--- src/hdl/gpa_pkg.sv ---
// Package for the gated pose averager: widths, reset values, register
// indexes, controller states and the lane control/result structs.
// No dependencies.
package gpa_pkg;

  localparam int CW        = 32;          // pose component width
  localparam int SW        = CW + 8;      // running sum width
  localparam int NCOMP     = 6;           // trans x,y,z then rot x,y,z
  localparam int GATE_N    = 3;           // components per gate
  localparam int THR_W     = 16;
  localparam int CNT_W     = 8;
  localparam int SQ_W      = 2 * THR_W;
  localparam int ACC_W     = SQ_W + 2;
  localparam int DIFF_W    = CW + 1;
  localparam int STEP_W    = $clog2(SW);
  localparam int CFG_IDX_W = 2;

  localparam logic [THR_W-1:0] TRANS_THR_RST = THR_W'(1966);
  localparam logic [THR_W-1:0] ROT_THR_RST   = THR_W'(6554);
  localparam logic [CNT_W-1:0] COUNT_CAP_RST = CNT_W'(100);

  typedef enum logic [CFG_IDX_W-1:0] {
    CFG_TRANS_THR = 2'd0,
    CFG_ROT_THR   = 2'd1,
    CFG_COUNT_CAP = 2'd2
  } cfg_idx_t;

  typedef enum logic [2:0] {
    ST_IDLE,
    ST_START,
    ST_DIV,
    ST_MEAN,
    ST_DIFF,
    ST_SQ,
    ST_GATE,
    ST_EMIT
  } state_t;

  typedef struct packed {
    logic load;      // latch incoming sample
    logic seed_in;   // sum <= incoming sample
    logic seed_own;  // sum <= latched sample
    logic add;       // sum <= sum + latched sample
    logic start;     // load divider
    logic step;      // one divider step
    logic mean;      // register signed mean
    logic diff;      // register |mean - sample|
    logic sq;        // register gate flag and square
  } lane_ctl_t;

  typedef struct packed {
    logic            big;
    logic [SQ_W-1:0] sq;
  } lane_res_t;

endpackage

--- src/hdl/gpa_lane.sv ---
// One component lane: running sum, bit-serial divider for the mean,
// distance and square for the gate. Depends on gpa_pkg.
module gpa_lane (
  input  logic                          clk,
  input  gpa_pkg::lane_ctl_t            ctl,
  input  logic signed [gpa_pkg::CW-1:0] smp_in,
  input  logic [gpa_pkg::CNT_W-1:0]     cnt,
  input  logic [gpa_pkg::THR_W-1:0]     thr,
  output logic signed [gpa_pkg::CW-1:0] smp,
  output logic signed [gpa_pkg::CW-1:0] mean,
  output gpa_pkg::lane_res_t            res
);
  import gpa_pkg::*;

  logic signed [SW-1:0]   sum_r;
  logic signed [CW-1:0]   smp_r;
  logic signed [CW-1:0]   mean_r;
  logic [SW-1:0]          quo_r;
  logic [CNT_W-1:0]       rem_r;
  logic                   neg_r;
  logic [DIFF_W-1:0]      diff_r;
  lane_res_t              res_r;

  logic [SW-1:0]          mag;
  logic [CNT_W:0]         rem_sh;
  logic [CNT_W:0]         rem_sub;
  logic                   fits;
  logic [SW-1:0]          mean_full;
  logic [DIFF_W-1:0]      d_ms;
  logic [DIFF_W-1:0]      d_sm;
  logic [THR_W-1:0]       d_lo;
  logic [SQ_W-1:0]        sq_c;
  logic [SW-1:0]          smp_in_x;
  logic [SW-1:0]          smp_r_x;

  always_comb begin
    smp_in_x  = {{(SW-CW){smp_in[CW-1]}}, smp_in};
    smp_r_x   = {{(SW-CW){smp_r[CW-1]}}, smp_r};
    mag       = sum_r[SW-1] ? (~$unsigned(sum_r) + 1'b1) : $unsigned(sum_r);
    rem_sh    = {rem_r, quo_r[SW-1]};
    rem_sub   = rem_sh - {1'b0, cnt};
    fits      = (rem_sh >= {1'b0, cnt});
    mean_full = neg_r ? (~quo_r + 1'b1) : quo_r;
    d_ms      = {mean_r[CW-1], mean_r} - {smp_r[CW-1], smp_r};
    d_sm      = {smp_r[CW-1], smp_r} - {mean_r[CW-1], mean_r};
    d_lo      = diff_r[THR_W-1:0];
    sq_c      = SQ_W'(d_lo) * SQ_W'(d_lo);
  end

  always_ff @(posedge clk) begin
    if (ctl.load) begin
      smp_r <= smp_in;
    end
    if (ctl.seed_in) begin
      sum_r <= $signed(smp_in_x);
    end else if (ctl.seed_own) begin
      sum_r <= $signed(smp_r_x);
    end else if (ctl.add) begin
      sum_r <= sum_r + $signed(smp_r_x);
    end
    // restoring division of |sum| by the count, one quotient bit a step
    if (ctl.start) begin
      quo_r <= mag;
      rem_r <= '0;
      neg_r <= sum_r[SW-1];
    end else if (ctl.step) begin
      rem_r <= fits ? rem_sub[CNT_W-1:0] : rem_sh[CNT_W-1:0];
      quo_r <= {quo_r[SW-2:0], fits};
    end
    if (ctl.mean) begin
      mean_r <= $signed(mean_full[CW-1:0]);
    end
    if (ctl.diff) begin
      diff_r <= d_ms[DIFF_W-1] ? d_sm : d_ms;
    end
    if (ctl.sq) begin
      res_r.big <= (diff_r >= DIFF_W'(thr));
      res_r.sq  <= sq_c;
    end
  end

  assign smp  = smp_r;
  assign mean = mean_r;
  assign res  = res_r;

endmodule

--- config.mk ---
export PLATFORM = sky130hd
export DESIGN_NAME = gpa_lane
export DESIGN_NICKNAME = d
export VERILOG_FILES = /design/src/hdl/gpa_pkg.sv /design/src/hdl/gpa_lane.sv
export SDC_FILE = /design/constraint.sdc
export NUM_CORES = 1
export LEC_CHECK = 0
export ABC_AREA = 1
export BUFFER_PORTS_ARGS = -buffer_cell sky130_fd_sc_hd__buf_2
export CORE_MARGIN = 4
export CORE_UTILIZATION = 39
export DETAILED_ROUTE_END_ITERATION = 8
export GPL_TIMING_DRIVEN = 0
export PLACE_DENSITY = 0.58
export SYNTH_ARGS = -nofsm -noshare
export SYNTH_HDL_FRONTEND = slang
export SYNTH_SLANG_ARGS = --single-unit
export TNS_END_PERCENT = 30
--- constraint.sdc ---
create_clock -name clk -period 9.6 [get_ports clk]
set_input_delay 0.48 -clock clk [delete_from_list [all_inputs] [get_ports clk]]
set_output_delay 0.48 -clock clk [all_outputs]
set_load 0.01 [all_outputs]
======== Yosys cells after proc, flatten, opt, wreduce, memory -nomap -nowiden ========
Cells that the tools add are included.
storage, ports and cells
  flip-flop bits (word level) ............. 219
  input bits .............................. 66
cells by class
  add/sub/neg operators ................... 6
  multiply operators ...................... 1
  $lt $le $gt $ge ......................... 2
  muxes and demuxes ....................... 9
  bitwise gates (word level) .............. 2
  reductions and logical operators ........ 2
operators with widths
  kind                                           number
  2-to-1 mux 40 bit                              6
  subtractor 32 x 32 -> 33 bit                   2
  2-to-1 mux 32 bit                              2
  adder 40 x 1 -> 40 bit, second input constant  1
  adder 40 x 32 -> 40 bit                        1
  NOT 40 bit                                     1
  >= comparator 33 x 16 -> 1 bit                 1
  adder 32 x 1 -> 32 bit, second input constant  1
  multiplier 16 x 16 -> 32 bit                   1
  NOT 32 bit                                     1
  >= comparator 9 x 8 -> 1 bit                   1
  2-to-1 mux 8 bit                               1
  subtractor 8 bit                               1
  nonzero test 3 bit                             1
  nonzero test 2 bit                             1

======== Longest topological paths before layout ========
  depth after elaboration ................. 4
  depth in mapped cells ................... 27
  gate-level depth less buffers ........... 25

======== Worst setup path before layout ========
Ideal clock, no wire load.
  path kind ............................... reg-to-reg
  start ................................... register diff_r[4]
  end ..................................... register res_r, in the netlist res[25] (data pin)
  library setup time ...................... 0.259 ns
  data arrival time ....................... 5.423 ns
  setup slack ............................. 3.918 ns
  stages on the path, launching flop included .. 20
  path buffers ............................ 2
  cell sequence ........................... edfxtp_1 > clkbuf_1 > clkbuf_1 > nand2_1 > fa_1 > inv_1 > fa_1 > fa_1 > fa_1 > fa_1 > inv_1 > fa_1 > inv_1 > ha_1 > a21oi_1 > a21boi_0 > o21ai_0 > nand2_1 > nand3_1 > xor2_1
between the ends
  cells in the longest elaborated chain, start to end .. 1
RTL lines
  element                       RTL line        source
  start, declared               gpa_lane.sv:21  logic [DIFF_W-1:0] diff_r;
  start signal, assigned        gpa_lane.sv:74  diff_r <= d_ms[DIFF_W-1] ? d_sm : d_ms;
  multiplier 16 x 16 -> 32 bit  gpa_lane.sv:47  sq_c = SQ_W'(d_lo) * SQ_W'(d_lo);
  net sq_c[25]                  gpa_lane.sv:32  logic [SQ_W-1:0] sq_c;
  end, declared                 gpa_lane.sv:22  lane_res_t res_r;
The timed path passes the listed nets, and every way through them passes these cells.
A chain may end at the register's enable or synchronous reset.

======== Worst setup path after layout ========
  start ................................... register diff_r[4]
  end ..................................... register res_r, in the netlist res[20] (data pin)
The elaborated chain is that of the path after synthesis.

==> results.json <==
{
  "arrival_ns": 7.38,
  "root_buffer": "clkbuf_16",
  "drv_slew": 0,
  "fin_crit_ns": 7.052,
  "yosys_warnings": 0,
  "drive_above_1_share_pct": 7.244,
  "crit_chain": "clkbuf_1 -> clkbuf_1 -> nand2_1 -> fa_1 -> inv_1 -> fa_1 -> fa_1 -> fa_1 -> fa_1 -> inv_1 -> fa_1 -> inv_1 -> ha_1 -> a21oi_1 -> o21ai_0 -> o21bai_1 -> a21oi_1 -> nand2_1 -> xor2_1",
  "synth-async-reset-ratio_pct": 0,
  "first_pass_iters": 6,
  "crit_top_cell": "fa_1",
  "yosysMostFrequentCell": "nand2_1",
  "cp.required_ns": 9.93,
  "synth_enable_flop_cells": 210,
  "cts_tree": "done",
  "synth_cell_types": 49,
  "antenna_left": 0,
  "yosysSeqAreaShare_pct": 24.46,
  "std_cell_rows": 95,
  "critPathTopFamily": "adder cells",
  "yosysTopAreaCell": "edfxtp_1",
  "cts_max_level": 1,
  "synth_area_mm2": 0.02644,
  "grt_overflow_total": 0,
  "numCtsBuffers": 28,
  "fin_crit_sh_pct": 73.46,
  "critical_path_depth": 19,
  "place.gp.congestion": 0.9519,
  "rrSetupSlack_ns": 2.55,
  "fmax_mhz": 141.8,
  "finalHoldViolCount": 0,
  "cts_resized": 0,
  "ys_ff_latch": 218,
  "startpoint": "diff_r[4]",
  "rsz0062_at_grt": "false",
  "nNetsFinal": 4404,
  "cts_hold_buf": 0,
  "critPathKind": "reg -> reg",
  "status": "finished, final reports clean",
  "syn_inst": 3751,
  "synth_top_area_share_pct": 23.85,
  "clk_latency_ns": 0.60,
  "post_cts.repair.setup_buffers": 0,
  "area_growth_pct": 10.65,
  "final_area_mm2": 0.02925,
  "portBuffers": 160,
  "syn-num-nets": 4212,
  "synth_top_flop_cell": "edfxtp_1",
  "drc": 0,
  "synth_common_cells": "1,181 x nand2_1, 794 x inv_1, 253 x nor2_1, 227 x ha_1, 210 x edfxtp_1",
  "rr_worst_depth": 19,
  "drtIter0Drc": 1821,
  "grt_usage_pct": 23.75,
  "startpoint_type": "flip-flop",
  "whs_ns": 0.07690,
  "num_io_pins": 163,
  "cts_buffer_depth": 3,
  "cp-end-kind": "flip-flop",
  "cts_sinks": 218,
  "timing.rr.end": "res[20]",
  "wl_per_cell_um": 17.88,
  "min_path_type": "in -> reg",
  "cp.buffers_inverters": 5,
  "grt_max_degree": 40,
  "antenna_found_initial": 2,
  "crit_end": "res[20]",
  "num_vias": 23980,
  "cap_violations": 0,
  "critPathMaxStageDelay_ns": 0.61,
  "regToRegStartpoint": "diff_r[4]",
  "slowest_stage": "fa_1",
  "die_area_mm2": 0.07201,
  "die_x_um": 268.4,
  "clkSlewWorstSetupHoldPaths_ns": 0.06,
  "slew_headroom_pct": 36.99,
  "start_util_pct": 39.36,
  "antenna_cells": 0,
  "clock_skew_ns": 0.02495,
  "synth_area_leaders": "edfxtp_1 24%, nand2_1 17%, fa_1 13%",
  "wl_mm": 86.43,
  "dp_hpwl_mm": 72.47,
  "finalSetupViolCount": 0,
  "finalSetupTns_ns": 0,
  "fillers": 7019,
  "cp_max_fo": 10,
  "worst_pin_slew_ns": 0.9417,
  "coreArea_mm2": 0.06716,
  "via_per_inst": 4.959,
  "die_h_um": 268.4,
  "placedInstanceArea_mm2": 0.02837,
  "grt_pass1_vias": 23200,
  "syn_avg_cell_area_um2": 7.048,
  "grt_pass1_wl_mm": 131.9
}
metal layers:
layer	vias up	global-route usage (%)	routed length, um
li1	11980	-	-
met1	11160	32.05	38130
met2	722	40.70	40870
met3	120	2.738	4981
met4	0	6.358	2454
met5	-	0	0
logic make-up (layout without fill, tap and decap cells):
kind of cell             Yosys count  in the layout  share of synthesized area [%]
AND/OR/NAND/NOR                 1773           1773                          27.81
buffers and inverters            885           1096                          12.87
AO/OA/AOI/OAI                    350            350                          7.099
adder cells (fa/ha/maj)          395            395                          23.47
other                              1              1                        0.01418
XOR/XNOR                         128            128                          4.241
multiplexers                       1              1                        0.04259
flip-flops                       218            218                          24.46
per-stage QoR:
| step | setup WS, ns | util [%] | instances |
|---|---|---|---|
| after floorplan | 3.918 | - | 3751 |
| after global placement | 2.537 | 42.18 | 4784 |
| after detailed placement | 2.513 | 42.25 | 4786 |
| after CTS | 2.486 | 43.56 | 4835 |
| after global routing | 2.145 | 43.56 | 4835 |
| final | 2.548 | 43.56 | 4835 |
worst min path at each step:
stage	slack, ns	from	cells after the start	to
6_report	0.08	smp_in[13]	1	smp[13]
5_1_grt	0.04	smp_in[8]	1	smp[8]
4_1_cts	0.04	smp_in[13]	1	smp[13]
3_5_place_dp	0.44	diff_r[0]	0	res[0]
3_3_place_gp	0.43	diff_r[0]	0	res[0]
2_1_floorplan	0.42	sum_r[39]	0	neg_r
worst reg2reg max path, delay by kind of cell (launching register included):
kind	cells	cell delay, ns
AO/OA/AOI/OAI	4	0.88
flip-flops	1	0.57
AND/OR/NAND/NOR	2	0.31
XOR/XNOR	1	0.14
buffers and inverters	5	1.27
adder cells (fa/ha/maj)	7	3.61
cell usage in the layout (no fill, tap or decap), types with 5 or more instances in the layout:
master / count
xnor2_1: 21
ha_1: 227
a31oi_1: 5
clkbuf_1: 60
nor4_1: 11
nand4_1: 48
inv_1: 793
o31ai_1: 5
nor2_1: 253
nand2_1: 1180
clkbuf_16: 28
inv_2: 5
dfxtp_1: 8
nor3_1: 23
o21bai_1: 19
nand3_1: 198
nand2_2: 21
buf_1: 5
edfxtp_1: 210
clkinv_1: 7
a21oi_1: 171
nand2_4: 16
xor2_1: 107
buf_4: 9
buf_2: 172
fa_1: 168
a21o_1: 5
o21ai_0: 128
flip-flops by register name, indices dropped and copies added (netlist names):
name / cells
diff_r: 33
neg_r: 1
res: 32
rem_r: 8
sum_r: 40
mean: 32
quo_r: 40
smp: 32
cell type report:
class / instances / area, um^2 / share of cell area (%)
inverters: 801 / 3007 / 10.28
clock inverters: 15 / 157.7 / 0.5389
flip-flops and latches: 218 / 6466 / 22.10
plain buffers: 84 / 396.6 / 1.356
clock buffers: 34 / 723.2 / 2.472
repair buffers: 162 / 840.8 / 2.874
well taps: 873 / 1092 / 3.734
multi-input cells: 2648 / 16570 / 56.64
Power is left out: the tool's default activity adds up to more than one toggle a clock period on the data nets, which glitch-free logic cannot reach.
