===== src/hdl/gpa_pkg.sv =====
// Package for the gated pose averager: widths, reset values, register
// indexes, controller states and the lane control/result structs.
// No dependencies.
package gpa_pkg;

  localparam int CW        = 32;          // pose component width
  localparam int SW        = CW + 8;      // running sum width
  localparam int NCOMP     = 6;           // trans x,y,z then rot x,y,z
  localparam int GATE_N    = 3;           // components per gate
  localparam int THR_W     = 16;
  localparam int CNT_W     = 8;
  localparam int SQ_W      = 2 * THR_W;
  localparam int ACC_W     = SQ_W + 2;
  localparam int DIFF_W    = CW + 1;
  localparam int STEP_W    = $clog2(SW);
  localparam int CFG_IDX_W = 2;

  localparam logic [THR_W-1:0] TRANS_THR_RST = THR_W'(1966);
  localparam logic [THR_W-1:0] ROT_THR_RST   = THR_W'(6554);
  localparam logic [CNT_W-1:0] COUNT_CAP_RST = CNT_W'(100);

  typedef enum logic [CFG_IDX_W-1:0] {
    CFG_TRANS_THR = 2'd0,
    CFG_ROT_THR   = 2'd1,
    CFG_COUNT_CAP = 2'd2
  } cfg_idx_t;

  typedef enum logic [2:0] {
    ST_IDLE,
    ST_START,
    ST_DIV,
    ST_MEAN,
    ST_DIFF,
    ST_SQ,
    ST_GATE,
    ST_EMIT
  } state_t;

  typedef struct packed {
    logic load;      // latch incoming sample
    logic seed_in;   // sum <= incoming sample
    logic seed_own;  // sum <= latched sample
    logic add;       // sum <= sum + latched sample
    logic start;     // load divider
    logic step;      // one divider step
    logic mean;      // register signed mean
    logic diff;      // register |mean - sample|
    logic sq;        // register gate flag and square
  } lane_ctl_t;

  typedef struct packed {
    logic            big;
    logic [SQ_W-1:0] sq;
  } lane_res_t;

endpackage


===== src/hdl/gpa_gate.sv =====
// Merge stage of one gate: sums three lane squares, compares against the
// squared threshold and checks the big flags. Depends on gpa_pkg.
module gpa_gate (
  input  logic                       clk,
  input  logic                       en,
  input  gpa_pkg::lane_res_t         res [gpa_pkg::GATE_N],
  input  logic [gpa_pkg::SQ_W-1:0]   thr_sq,
  output logic                       close
);
  import gpa_pkg::*;

  logic [ACC_W-1:0] acc;
  logic             any_big;
  logic             close_r;

  always_comb begin
    acc     = ACC_W'(res[0].sq) + ACC_W'(res[1].sq) + ACC_W'(res[2].sq);
    any_big = res[0].big | res[1].big | res[2].big;
  end

  always_ff @(posedge clk) begin
    if (en) begin
      close_r <= !any_big && (acc < ACC_W'(thr_sq));
    end
  end

  assign close = close_r;

endmodule


===== config.mk =====
export PLATFORM = sky130hd
export DESIGN_NAME = gpa_gate
export DESIGN_NICKNAME = d
export VERILOG_FILES = /design/src/hdl/gpa_pkg.sv /design/src/hdl/gpa_gate.sv
export SDC_FILE = /design/constraint.sdc
export NUM_CORES = 1
export LEC_CHECK = 0
export ABC_AREA = 1
export ABC_CLOCK_PERIOD_IN_PS = 6750
export BUFFER_PORTS_ARGS = -buffer_cell sky130_fd_sc_hd__buf_2
export CELL_PAD_IN_SITES_DETAIL_PLACEMENT = 1
export CELL_PAD_IN_SITES_GLOBAL_PLACEMENT = 1
export CORE_UTILIZATION = 38
export DETAILED_ROUTE_END_ITERATION = 16
export GPL_ROUTABILITY_DRIVEN = 0
export PLACE_DENSITY_LB_ADDON = 0.05
export SETUP_SLACK_MARGIN = 0.15
export SLEW_MARGIN = 40
export SYNTH_ARGS = -nofsm -noshare
export SYNTH_HDL_FRONTEND = slang
export SYNTH_SLANG_ARGS = --single-unit

===== constraint.sdc =====
create_clock -name clk -period 6.75 [get_ports clk]
set_input_delay 0.675 -clock clk [delete_from_list [all_inputs] [get_ports clk]]
set_output_delay 0.675 -clock clk [all_outputs]
set_load 0.01 [all_outputs]

-- Word-level counts from Yosys, hierarchy flattened
Cells that the tools add are included.
- $add $sub $neg: 2
- reductions and logical operators: 2
- bitwise operators: 2
- order comparisons: 1
- operator list (operator ; number):
    adder 33 x 32 -> 34 bit ; 1
    < comparator 34 x 32 -> 1 bit ; 1
    adder 32 x 32 -> 33 bit ; 1
    OR 1 bit ; 2
    logical AND 1 bit ; 1
    zero test 1 bit ; 1
- bits of input ports: 133
- register bits: 1
- word-level logic and storage cells: 8

-- Longest topological paths before layout
Gate-level depths: netlist of run 1.
- depth after elaboration: 4
- mapped depth: 26

-- Worst setup path before layout of run 1
Ideal clock, no wire load.
- path kind: input to register
- from: in res[1] in the netlist's numbering
- to: reg close_r, in the netlist close (data pin)
- data required time: 6.499 ns
- path buffers: 0
- setup slack: 3.011 ns
- data arrival time: 3.488 ns
- cell stages on the path: 24
- setup time: 0.251 ns
- cell sequence: fa_1 -> ha_1 -> fa_1 -> nand3_1 -> nand3_1 -> nand3_1 -> nand2_1 -> nand2_1 -> nand3_2 -> xor2_1 -> ha_1 -> nand2_1 -> nor2_1 -> nand2_1 -> nor2_1 -> nand3_1 -> nand3_1 -> nand2_1 -> nand2_1 -> nand2_1 -> nand2_1 -> nand2_1 -> nand2_1 -> nor2_1
- longest elaborated chain between the ends: 3
- ends and longest elaborated chain (what ; RTL line ; source):
    start, declared ; gpa_gate.sv:6 ; input gpa_pkg::lane_res_t res [gpa_pkg::GATE_N],
    adder 33 x 32 -> 34 bit ; gpa_gate.sv:17 ; acc = ACC_W'(res[0].sq) + ACC_W'(res[1].sq) + ACC_W'(res[2].sq);
    < comparator 34 x 32 -> 1 bit ; gpa_gate.sv:23 ; close_r <= !any_big && (acc < ACC_W'(thr_sq));
    logical AND 1 bit ; gpa_gate.sv:23 ;
    end signal, assigned ; gpa_gate.sv:23 ;
    end, declared ; gpa_gate.sv:14 ; logic close_r;
No other way between the ends.
A chain may end at the register's enable or synchronous reset.

-- Worst setup path after layout of run 1
Ends and elaborated chain as after synthesis.

==> flow_summary.rst, run 1 <==
.. list-table::
   :header-rows: 1

   * - Metric
     - Value
   * - Number of flip-flops under the largest register name
     - 1
   * - Core area
     - approximately 8400 um^2
   * - Status
     - finished clean
   * - Initial core utilization
     - ~40%
   * - Post-Route WL
     - roughly 9.7 mm
   * - Number of enable-type register cells in the synthesized netlist
     - 1
   * - Worst Path Max Fanout
     - 4
   * - Delay contributed by the slowest stage of the critical path
     - 0.47 ns
   * - Routed vias
     - ~3600
   * - Maxcap violations
     - 0
   * - Register bit count reported by yosys
     - 1
   * - Highest clock rate
     - 0.224 GHz
   * - Antenna-violating nets left
     - 0
   * - Std-Cell Rows
     - 33
   * - Crit. Startpoint
     - res[1]
   * - Number of global-route vias before repair
     - about 3800
   * - Area share of the largest cell type after synthesis
     - between 20% and 30%
   * - Worst setup slack after placement
     - ~2.2 ns
   * - Final setup margin
     - about 2.3 ns
   * - Antenna diode count
     - 0
   * - Depth of the worst hold-timing path
     - 1
   * - Least-Margin Pin Slew
     - just under 0.4 ns
   * - Top post-synthesis cells by count
     - nand2_1 (106), inv_1 (72), ha_1 (62)
   * - Primary flip-flop cell chosen by synthesis mapping
     - edfxtp_1
   * - DRC violation total after the first TritonRoute iteration
     - 58
   * - Total leakage power
     - between 0.002 and 0.0025 uW
   * - Minimum period implied by the final worst setup slack
     - approximately 4.5 ns
   * - Number of antenna violations at the first check in global routing
     - 0
   * - Cell taking the most area after synthesis
     - ha_1
   * - Final max-slew violation count
     - 0
   * - Fraction of final layout cells with drive strength greater than 1
     - 26.3%
   * - Grt total ovfl
     - 0
   * - Post-synthesis async set-or-reset flop share
     - 0%
   * - Buffers & Inverters on Critical Path
     - 1
   * - Height of the die
     - 96.0 um
   * - Post-Synthesis Cells
     - approximately 480
   * - Wire length per cell
     - around 14 um
   * - Cell type group with the largest total delay on the critical path
     - simple AND/OR/NAND/NOR gates
   * - Crit Path Category
     - input port to flop
   * - Die ar.
     - between 9000 and 10000 um^2
   * - Synthesized-area fraction occupied by adder cells
     - 42.8%
   * - Number of resized instances in the post-cts repair step
     - 0
   * - Synthesized area per cell
     - 7.00 um^2
   * - Area share of xor/xnor cells in the synthesized design
     - approximately 7.0%
   * - Post-layout utilization of the core
     - 49.5%
   * - Rel. slew slack
     - between 70% and 80%
   * - Maximum ir drop on the vdd rail
     - ~0.06 mV
   * - Path category of the worst min-delay check
     - input port to flop
   * - Residual DRC
     - 0
   * - Number of buffer cells added on primary ports
     - roughly 130
   * - HP Start
     - en
   * - Die span in x
     - approximately 96 um
   * - Data required time at the worst endpoint
     - about 6.5 ns
   * - IO Pins
     - ~130
   * - Proportion of synthesized chip area in sequential cells
     - 0.895%
   * - Critical Path Slowest Stage Cell
     - fa_1
   * - Final-layout setup total negative slack
     - 0 ns
   * - Critical path startpoint category
     - input port
   * - Via density per instance
     - approximately 5.0
   * - Most repeated cell in the gate-level netlist after synthesis
     - nand2_1
   * - Power density of the placed cells
     - 175 nW/um^2
   * - Largest family of logic cells by synthesized area
     - adder cells
   * - Number of post-CTS setup repair buffers
     - 0
   * - Synthesized-area fraction occupied by and/or/nand/nor cells
     - between 20% and 30%
   * - Pin count of the biggest net entering global routing
     - 6
   * - Post-synth cell types
     - 32
   * - Data arrival time of the critical path
     - approximately 4.2 ns
   * - Global-route wire length before repair
     - 16.0 mm
   * - Total count of hold-check failures in the final report
     - 0
   * - Post-synthesis to final-layout area growth
     - 23.8%
   * - Hold_buf cts
     - 0
   * - Clock-pin slew of the registers on the worst-case setup and hold paths
     - 0 ns
   * - First-pass detailed-route iteration total
     - 4
   * - Number of warning messages in the yosys log
     - 0
   * - Leading cell types by total area after synthesis
     - ha_1 (23%), fa_1 (20%), nand2_1 (12%)
   * - Crit path capture type
     - flop
   * - Overall fraction of global-route tracks in use
     - a little over a fifth
   * - Most frequent CP cell
     - nand2_1
   * - Crit. path cell count
     - 25
   * - Unrepaired setup endpoints after global routing
     - no
   * - Multiplexer fraction of the synthesized cell area
     - 0%
   * - Number of nets in the finished design
     - ~840
   * - Period Utilization, post-route
     - 66.1%
   * - Synth Net Count
     - between 700 and 800
   * - Compound-Gate Fraction of Synth Area
     - 14.9%
   * - Final HPWL from detailed placement
     - between 9 and 10 mm
   * - Final-report setup violation count
     - 0
   * - Synthesized cell area
     - between 3000 and 4000 um^2
## power breakdown
| group | leakage [uW] | switching [uW] | internal [uW] |
|---|---|---|---|
| Sequential | 0.00000952 | 0.106 | 7.83 |
| Combinational | 0.00232 | 433 | 287 |
| Clock | 0 | 0 | 0 |
## layout by cell type (no fill, tap or decap), types with 5 or more instances in the layout
master | synthesis | final
xor2_1 | 17 | 17
xnor2_1 | 10 | 10
nor2_1 | 43 | 43
nor2_2 | 6 | 6
ha_1 | 62 | 62
o21ai_0 | 12 | 12
nand2_1 | 106 | 106
inv_1 | 72 | 72
nand3_1 | 22 | 22
fa_1 | 33 | 33
buf_2 | 0 | 133
a21o_1 | 8 | 8
o21ai_1 | 5 | 5
a21oi_1 | 43 | 43
nand2_2 | 6 | 6
## final timing paths
| path | end | slack (ns) |
|---|---|---|
| worst min-delay path | close$_DFFE_PP_ | 0.88 |
| worst max-delay path | close$_DFFE_PP_ | 2.29 |
## logic make-up after synthesis
family | after synthesis
AND/OR/NAND/NOR | 198
buffers and inverters | 73
AO/OA/AOI/OAI | 85
flip-flops | 1
XOR/XNOR | 27
adder cells (fa/ha/maj) | 95
## cell type report
| type | count | area (um^2) |
|---|---|---|
| fill | 1165 | 4230 |
| inverter | 73 | 274 |
| multi-input combinational | 405 | 3050 |
| sequential | 1 | 30.0 |
| tap | 105 | 131 |
| timing repair buffer | 133 | 666 |
## routing by layer
| layer | vias to the layer above | GRT usage (%) | wire length, um |
|---|---|---|---|
| met5 | - | 0 | 0 |
| met4 | 0 | 0.373 | 0 |
| met3 | 0 | 0.0790 | 295 |
| met2 | 73 | 43.7 | 5120 |
| met1 | 1664 | 26.8 | 4280 |
| li1 | 1830 | - | - |
## stage by stage
step / area [um^2] / hold WS, ns / total power [uW] / cells
floorplan: 3350 / 0.787 / 522 / 479
global placement: 4150 / 0.882 / 698 / 717
global route: 4150 / 0.881 / 830 / 717
CTS: 4150 / 0.882 / 736 / 717
detailed placement: 4150 / 0.882 / 731 / 717
finish: 4150 / 0.878 / 728 / 717
Note: power is estimated with default switching activity, not from simulation.
==> run 2: changes to the inputs <==
Settings changed: ABC_AREA 1 to 0, ABC_CLOCK_PERIOD_IN_PS 6750 to 4300, CORE_UTILIZATION 38 to 35.
Clock period 6.75 ns to 4.3 ns, I/O delays scaled along.
==> run 2 against run 1 <==
Against the previous run: the flow now finishes with violations (setup timing); critical path depth shrank 6; utilization is 1.0 points higher; final cell count shrank 15%; power is 62% higher; largest cell class unchanged; via count is 13% lower; wire length is 13% lower; synthesized cell count down 28%; die area is 3.5% lower; setup slack worse by 2.3 ns; combinational power grew 62%; first-iteration DRC count is 41% lower.
==> flow_summary.rst, run 2 <==
.. list-table::
   :header-rows: 1

   * - Metric
     - Value
   * - Status
     - complete, but fails checks
   * - Violated checks
     - setup timing
   * - Critical path startpoint category
     - input port
   * - Synth Net Count
     - 575 (-19%)
   * - Most repeated cell in the gate-level netlist after synthesis
     - ha_1
   * - Die ar.
     - 8890 um^2 (-3.5%)
   * - Antenna-violating nets left
     - 0 (unchanged)
   * - Number of global-route vias before repair
     - 3361 (-11%)
   * - Initial core utilization
     - 36.3% (-3.7 points)
   * - Unrepaired setup endpoints after global routing
     - yes
   * - DRC violation total after the first TritonRoute iteration
     - 34 (-41%)
   * - Crit path capture type
     - flop
   * - Wire length per cell
     - 13.8 um (+2.5%)
   * - Post-synthesis to final-layout area growth
     - 39.3%
   * - Highest-count cells in the layout ignoring fill and taps
     - buf_2 (132), ha_1 (57), inv_1 (45)
   * - Cell taking the most area after synthesis
     - ha_1
   * - Post-layout utilization of the core
     - 50.5% (+1.0 points)
   * - Data required time at the worst endpoint
     - 4.04 ns (-2.46 ns)
   * - Fill cell instance count of the final layout
     - 1054 (-9.5%)
   * - Highest clock rate
     - roughly 0.23 GHz
   * - Post-synth cell types
     - 44 (+38%)
   * - Met2 Usage GRT
     - 38.6% (-5.0 points)
   * - Antenna diode count
     - 0 (unchanged)
   * - Final HPWL from detailed placement
     - 7.63 mm (-17%)
   * - Power density of the placed cells
     - 284 nW/um^2 (+62%)
   * - PnR Total Power
     - 1180 uW (+62%)
   * - Switching share of total power
     - 50.6% (-8.9 points)
   * - Pin count of the biggest net entering global routing
     - 8 (+2)
   * - Hold_buf cts
     - 0 (unchanged)
   * - Die span in x
     - 94.3 um (-1.7%)
   * - First-pass detailed-route iteration total
     - 4 (unchanged)
   * - Crit. Startpoint
     - res[1]
   * - Number of antenna violations at the first check in global routing
     - 0 (unchanged)
   * - Register bit count reported by yosys
     - 1 (unchanged)
   * - Most frequent standard cell in the layout excluding fill and tap cells
     - buf_2
   * - Rel. slew slack
     - 71.1% (-2.3 points)
   * - Path category of the worst min-delay check
     - input port to flop
   * - Number of enable-type register cells in the synthesized netlist
     - 1 (unchanged)
   * - Sequential share of power
     - 1.0% (about the same)
   * - Number of nets in the finished design
     - 734 (-13%)
   * - Via density per instance
     - 5.10 (+2.5%)
   * - Minimum period implied by the final worst setup slack
     - ~4.3 ns
   * - Worst Path Max Fanout
     - 4 (unchanged)
   * - Least-Margin Pin Slew
     - 0.429 ns (+0.0335 ns)
   * - Switching Power
     - 597 uW (+38%)
   * - Maxcap violations
     - 0 (unchanged)
   * - Period Utilization, post-route
     - 100%
   * - Fraction of final layout cells with drive strength greater than 1
     - 38.1% (+12 points)
   * - Data arrival time of the critical path
     - 4.06 ns (-0.15 ns)
   * - Synthesized cell area
     - 2980 um^2 (-11%)
   * - Primary flip-flop cell chosen by synthesis mapping
     - edfxtp_1
   * - Post-synthesis async set-or-reset flop share
     - 0% (unchanged)
   * - Total area of sequential cells
     - 30.0 um^2 (unchanged)
   * - Final-report setup violation count
     - 1 (+1)
   * - Number of buffer cells added on primary ports
     - 133 (unchanged)
   * - Grt total ovfl
     - 0 (unchanged)
   * - Crit Path Category
     - input port to flop
   * - Final max-slew violation count
     - 0 (unchanged)
   * - Residual DRC
     - 0 (unchanged)
   * - Top post-synthesis cells by count
     - ha_1 (62), inv_1 (45), a21oi_1 (39)
   * - Height of the die
     - 94.3 um (-1.7%)
   * - Core area
     - 8220 um^2 (-2.0%)
   * - Total leakage power
     - 0.00215 uW (-7.6%)
   * - M3 GR Usage
     - 0.324% (+0.24 points)
   * - Routed vias
     - 3104 (-13%)
   * - Total count of hold-check failures in the final report
     - 0 (unchanged)
   * - Multi-input combinational cell area
     - 2960 um^2 (-3.1%)
   * - Clock-pin slew of the registers on the worst-case setup and hold paths
     - 0 ns (unchanged)
   * - Area share of the largest cell type after synthesis
     - 26.0% (+2.9 points)
   * - Final-layout setup total negative slack
     - -0.0193 ns (-0.0193 ns)
   * - Critical Path Slowest Stage Cell
     - fa_1
   * - Delay contributed by the slowest stage of the critical path
     - 0.47 ns (about the same)
   * - Top Usage Layer GRT
     - met2
   * - Overall fraction of global-route tracks in use
     - 19.5% (-2.1 points)
   * - Synthesized area per cell
     - 8.59 um^2 (+23%)
   * - Internal power component
     - 583 uW (+98%)
   * - Global-route wire length before repair
     - 14.2 mm (-11%)
   * - Post-Route WL
     - 8.43 mm (-13%)
   * - HP Start
     - en
   * - Post-Synthesis Cells
     - 347 (-28%)
   * - Std-Cell Rows
     - 33 (unchanged)
   * - Number of flip-flops under the largest register name
     - 1 (unchanged)
   * - Portion of total power attributed to the clock network
     - 0% (unchanged)
   * - IO Pins
     - 134 (unchanged)
   * - Combinational share of power
     - 99.0% (about the same)
   * - Number of warning messages in the yosys log
     - 0 (unchanged)
   * - Maximum ir drop on the vdd rail
     - 0.104 mV (+71%)
   * - Proportion of synthesized chip area in sequential cells
     - 1.01% (+0.11 points)
   * - Final setup margin
     - -0.0193 ns (-2.30 ns)
   * - Cells along the critical path
     - buf_6 -> fa_1 -> ha_2 -> fa_2 -> a21o_1 -> a221oi_2 -> buf_4 -> o211ai_1 -> a21oi_2 -> o21ai_1 -> a21o_1 -> a21oi_2 -> xnor2_1 -> ha_2 -> o2111ai_1 -> a211o_1 -> nor3_2 -> a21oi_1 -> o311a_1
   * - Leading cell types by total area after synthesis
     - ha_1 (26%), fa_1 (22%), a21oi_1 (6.5%)
   * - Met1 Track Usage GR
     - 24.1% (-2.7 points)
## run 2: cell count changes after synthesis, sizes merged, moves of 4 or more
cell	delta
nand2	-97
nor2	-32
inv	-28
nand3	-20
a21o	+13
xnor2	+11
xor2	-8
a21oi	-7
nand4	+7
o21ai	-6
o21bai	+5
nor2b	+4
## run 2: cell families after synthesis
family / after synthesis / synth area share (%)
simple gates: 64 / 10.6
fa+ha+maj: 95 / 48.2
flops: 1 / 1.01
xor+xnor: 30 / 8.82
compound gates: 110 / 25.5
buf+inv: 47 / 5.92
## run 2: critical path, delay by kind of cell
kind	cells	cell delay [ns]
and+or+nand+nor	1	0.16
xor gates and xnor gates	1	0.08
adders and majority gates	4	1.36
AOI/OAI and AO/OA	11	1.76
buffers and inverters	2	0.25
## run 2: final timing paths
path	end	depth (start not counted)	slack (ns)
worst min-delay path	close$_DFFE_PP_	1	0.63
worst max-delay path	close$_DFFE_PP_	19	-0.02
## run 2: what timing repair did
item | CTS | global route
hold endpoints to repair | 0 | 0
gates resized for setup | 23 | 14
setup endpoints to repair | 1 | 1
pin swaps | 11 | 6
buffers inserted | 0 | 2
## run 2: through the flow
stage / hold slack, ns / worst slack [ns] / std cells / area (um^2)
final: 0.629 / -0.0193 / 609 / 4150
after global routing: 0.635 / -0.201 / 609 / 4150
after CTS: 0.630 / -0.0330 / 607 / 4070
after detailed placement: 0.630 / -0.258 / 607 / 3950
after global placement: 0.631 / -0.163 / 607 / 3950
after floorplan: 0.542 / 0.174 / 347 / 2980
## run 2: per-layer routing
| layer | wire length [um] | vias up | share of wire, % |
|---|---|---|---|
| li1 | - | 1556 | - |
| met1 | 3700 | 1468 | 44 |
| met2 | 4430 | 76 | 53 |
| met3 | 273 | 4 | 3.2 |
| met4 | 36 | 0 | 0.43 |
| met5 | 0 | - | 0 |
## run 2: final cells by class
type,instances,share of cell area [%]
inverter,45,4.07
timing repair buffer,159,20.9
tap,105,3.16
multi-input combinational,299,71.2
sequential,1,0.723
## run 2: power groups by stage
stage                     clock (uW)  combinational, uW  sequential (uW)
final                              0               1170             12.1
after detailed placement           0               1080             12.2
after floorplan                    0                727             12.7
after CTS                          0               1150             12.2
after global routing               0               1320             12.3
after global placement             0               1050             12.3
==> run 3: changes to the inputs <==
Settings changed: ABC_CLOCK_PERIOD_IN_PS 4300 to 5600, CORE_UTILIZATION 35 to 38.
Clock period 4.3 ns to 5.6 ns, I/O delays scaled along.
==> run 3 against run 2 <==
Against the previous run: the run now ends clean; sequential cell count unchanged; wire length decreased by 5.2%; final cell count is 5.3% lower; utilization up 0.24 points; setup slack improved by 0.82 ns; global-route usage grew 0.65 points; design area is 9.4% lower; die area down 7.7%; first-iteration DRC count is 26% higher; worst hold slack improved by 0.14 ns; power fell by 35%; largest power group unchanged; sequential share of layout area grew 0.075 points.
==> flow_summary.rst, run 3 (synthesized netlist as in run 2, its figures left out) <==
.. list-table::
   :header-rows: 1

   * - Metric
     - Value
   * - Status
     - finished clean
   * - Placed cell areas
     - 3760 um^2 (-4.8%)
   * - Height of the die
     - 90.6 um (-3.9%)
   * - Core area
     - 7410 um^2 (-9.8%)
   * - Total count of hold-check failures in the final report
     - 0 (unchanged)
   * - Path category of the worst min-delay check
     - input port to flop
   * - Pin count of the biggest net entering global routing
     - 8 (unchanged)
   * - Cells along the critical path
     - buf_2 -> fa_1 -> ha_1 -> fa_1 -> a21o_1 -> a221oi_2 -> o211ai_1 -> a21oi_1 -> o21ai_0 -> a21o_1 -> a21oi_1 -> xnor2_1 -> ha_1 -> o2111ai_1 -> a211o_1 -> nor3_1 -> a21oi_1 -> o311a_1
   * - Overall fraction of global-route tracks in use
     - 20.1% (+0.65 points)
   * - Std-Cell Rows
     - 31 (-6.1%)
   * - Clock-pin slew of the registers on the worst-case setup and hold paths
     - 0 ns (unchanged)
   * - Unrepaired setup endpoints after global routing
     - no
   * - Final max-slew violation count
     - 0 (unchanged)
   * - Depth of the worst hold-timing path
     - 1 (unchanged)
   * - Global-route wire length before repair
     - 14.0 mm (-1.3%)
   * - Fraction of final layout cells with drive strength greater than 1
     - 29.5% (-8.6 points)
   * - Final HPWL from detailed placement
     - 7.60 mm (-0.42%)
   * - Critical path startpoint category
     - input port
   * - Number of resized instances in the post-cts repair step
     - 0 (-100%)
   * - Residual DRC
     - 0 (unchanged)
   * - IO Pins
     - 134 (unchanged)
   * - Min-Delay Endpoint
     - close$_DFFE_PP_
   * - Power density of the placed cells
     - 205 nW/um^2 (-28%)
   * - Most frequent standard cell in the layout excluding fill and tap cells
     - buf_2
   * - Post-layout utilization of the core
     - 50.8% (+0.24 points)
   * - Least-Margin Pin Slew
     - 0.478 ns (+0.0490 ns)
   * - Period Utilization, post-route
     - 85.6%
   * - Worst Path Max Fanout
     - 4 (unchanged)
   * - DRC violation total after the first TritonRoute iteration
     - 43 (+26%)
   * - Crit path capture type
     - flop
   * - Post-synthesis to final-layout area growth
     - 26.2%
   * - Non-filler cells, final
     - 577 (-5.3%)
   * - Fill cell instance count of the final layout
     - 948 (-10%)
   * - Antenna diode count
     - 0 (unchanged)
   * - Number of global-route vias before repair
     - 3229 (-3.9%)
   * - First-pass detailed-route iteration total
     - 4 (unchanged)
   * - Final-layout setup total negative slack
     - 0 ns (+0.0193 ns)
   * - Most frequent CP cell
     - a21oi_1
   * - Number of post-CTS setup repair buffers
     - 0 (unchanged)
   * - Number of flip-flops under the largest register name
     - 1 (unchanged)
   * - Grt total ovfl
     - 0 (unchanged)
   * - Delay contributed by the slowest stage of the critical path
     - 0.48 ns (about the same)
   * - Cell type group with the largest total delay on the critical path
     - compound AO/OA/AOI/OAI gates
   * - Total leakage power
     - 0.00201 uW (-6.7%)
   * - Hold_buf cts
     - 0 (unchanged)
   * - Highest clock rate
     - between 0.2 and 0.25 GHz
   * - Number of nets in the finished design
     - 708 (-3.5%)
   * - Number of antenna violations at the first check in global routing
     - 0 (unchanged)
   * - Post-Layout Inst Area
     - 3760 um^2 (-9.4%)
   * - Maxcap violations
     - 0 (unchanged)
   * - Highest-count cells in the layout ignoring fill and taps
     - buf_2 (133), ha_1 (62), inv_1 (45)
   * - Data arrival time of the critical path
     - 4.53 ns (+0.47 ns)
   * - Minimum hold slack
     - 0.770 ns (+0.140 ns)
   * - Via density per instance
     - 5.13 (+0.65%)
   * - Routed vias
     - 2960 (-4.6%)
   * - Minimum period implied by the final worst setup slack
     - roughly 4.8 ns
   * - Rel. slew slack
     - 67.3% (-3.8 points)
   * - Critical Path Slowest Stage Cell
     - fa_1
   * - Buffers & Inverters on Critical Path
     - 1 (-1)
   * - Crit Path Category
     - input port to flop
   * - HP Start
     - en
   * - Wire length per cell
     - 13.8 um (about the same)
   * - Initial core utilization
     - 40.2% (+4.0 points)
   * - Placed Cells
     - 577 (-4.9%)
   * - Maximum ir drop on the vdd rail
     - 0.0758 mV (-27%)
   * - Final-report setup violation count
     - 0 (-1)
   * - Antenna-violating nets left
     - 0 (unchanged)
   * - Number of buffer cells added on primary ports
     - 133 (unchanged)
   * - Die span in x
     - 90.6 um (-3.9%)
   * - Data required time at the worst endpoint
     - 5.34 ns (+1.30 ns)
   * - Die ar.
     - 8200 um^2 (-7.7%)
   * - Post-Route WL
     - 7.99 mm (-5.2%)
[run 3: where the power goes]
| part | total (uW) | switching, uW | internal, uW |
|---|---|---|---|
| combinational | 761 | 406 | 355 |
| clock | 0 | 0 | 0 |
| sequential | 9.40 | 0.210 | 9.19 |
[run 3: how the worst max path moves through the flow]
stage                start              end  slack, ns  cells past startpoint
floorplan           res[1]  close$_DFFE_PP_       1.31                     17
global placement    res[1]  close$_DFFE_PP_       0.93                     18
detailed placement  res[1]  close$_DFFE_PP_       0.79                     18
CTS                 res[1]  close$_DFFE_PP_       0.77                     18
global route        res[1]  close$_DFFE_PP_       0.49                     18
finish              res[1]  close$_DFFE_PP_       0.80                     18
[run 3: area by class of cell]
cell class	instances	area (um^2)	share of cell area (%)
Multi-Input combinational cell	299	2770	73.7
Timing Repair Buffer	133	666	17.7
Inverter	45	169	4.49
Tap cell	99	124	3.29
Sequential cell	1	30.0	0.798
[run 3: metal layers]
layer	share of wire [%]	track usage, %	wire [um]
met5	0	0	0
met4	0	0.134	0
met3	3.1	0.842	244
met2	54	40.5	4300
met1	43	24.6	3450
[run 3: per-stage QoR]
stage	setup slack, ns	power, uW
2_1_floorplan	1.31	568
3_3_place_gp	0.934	751
3_5_place_dp	0.790	779
4_1_cts	0.769	785
5_1_grt	0.493	885
6_report	0.804	771
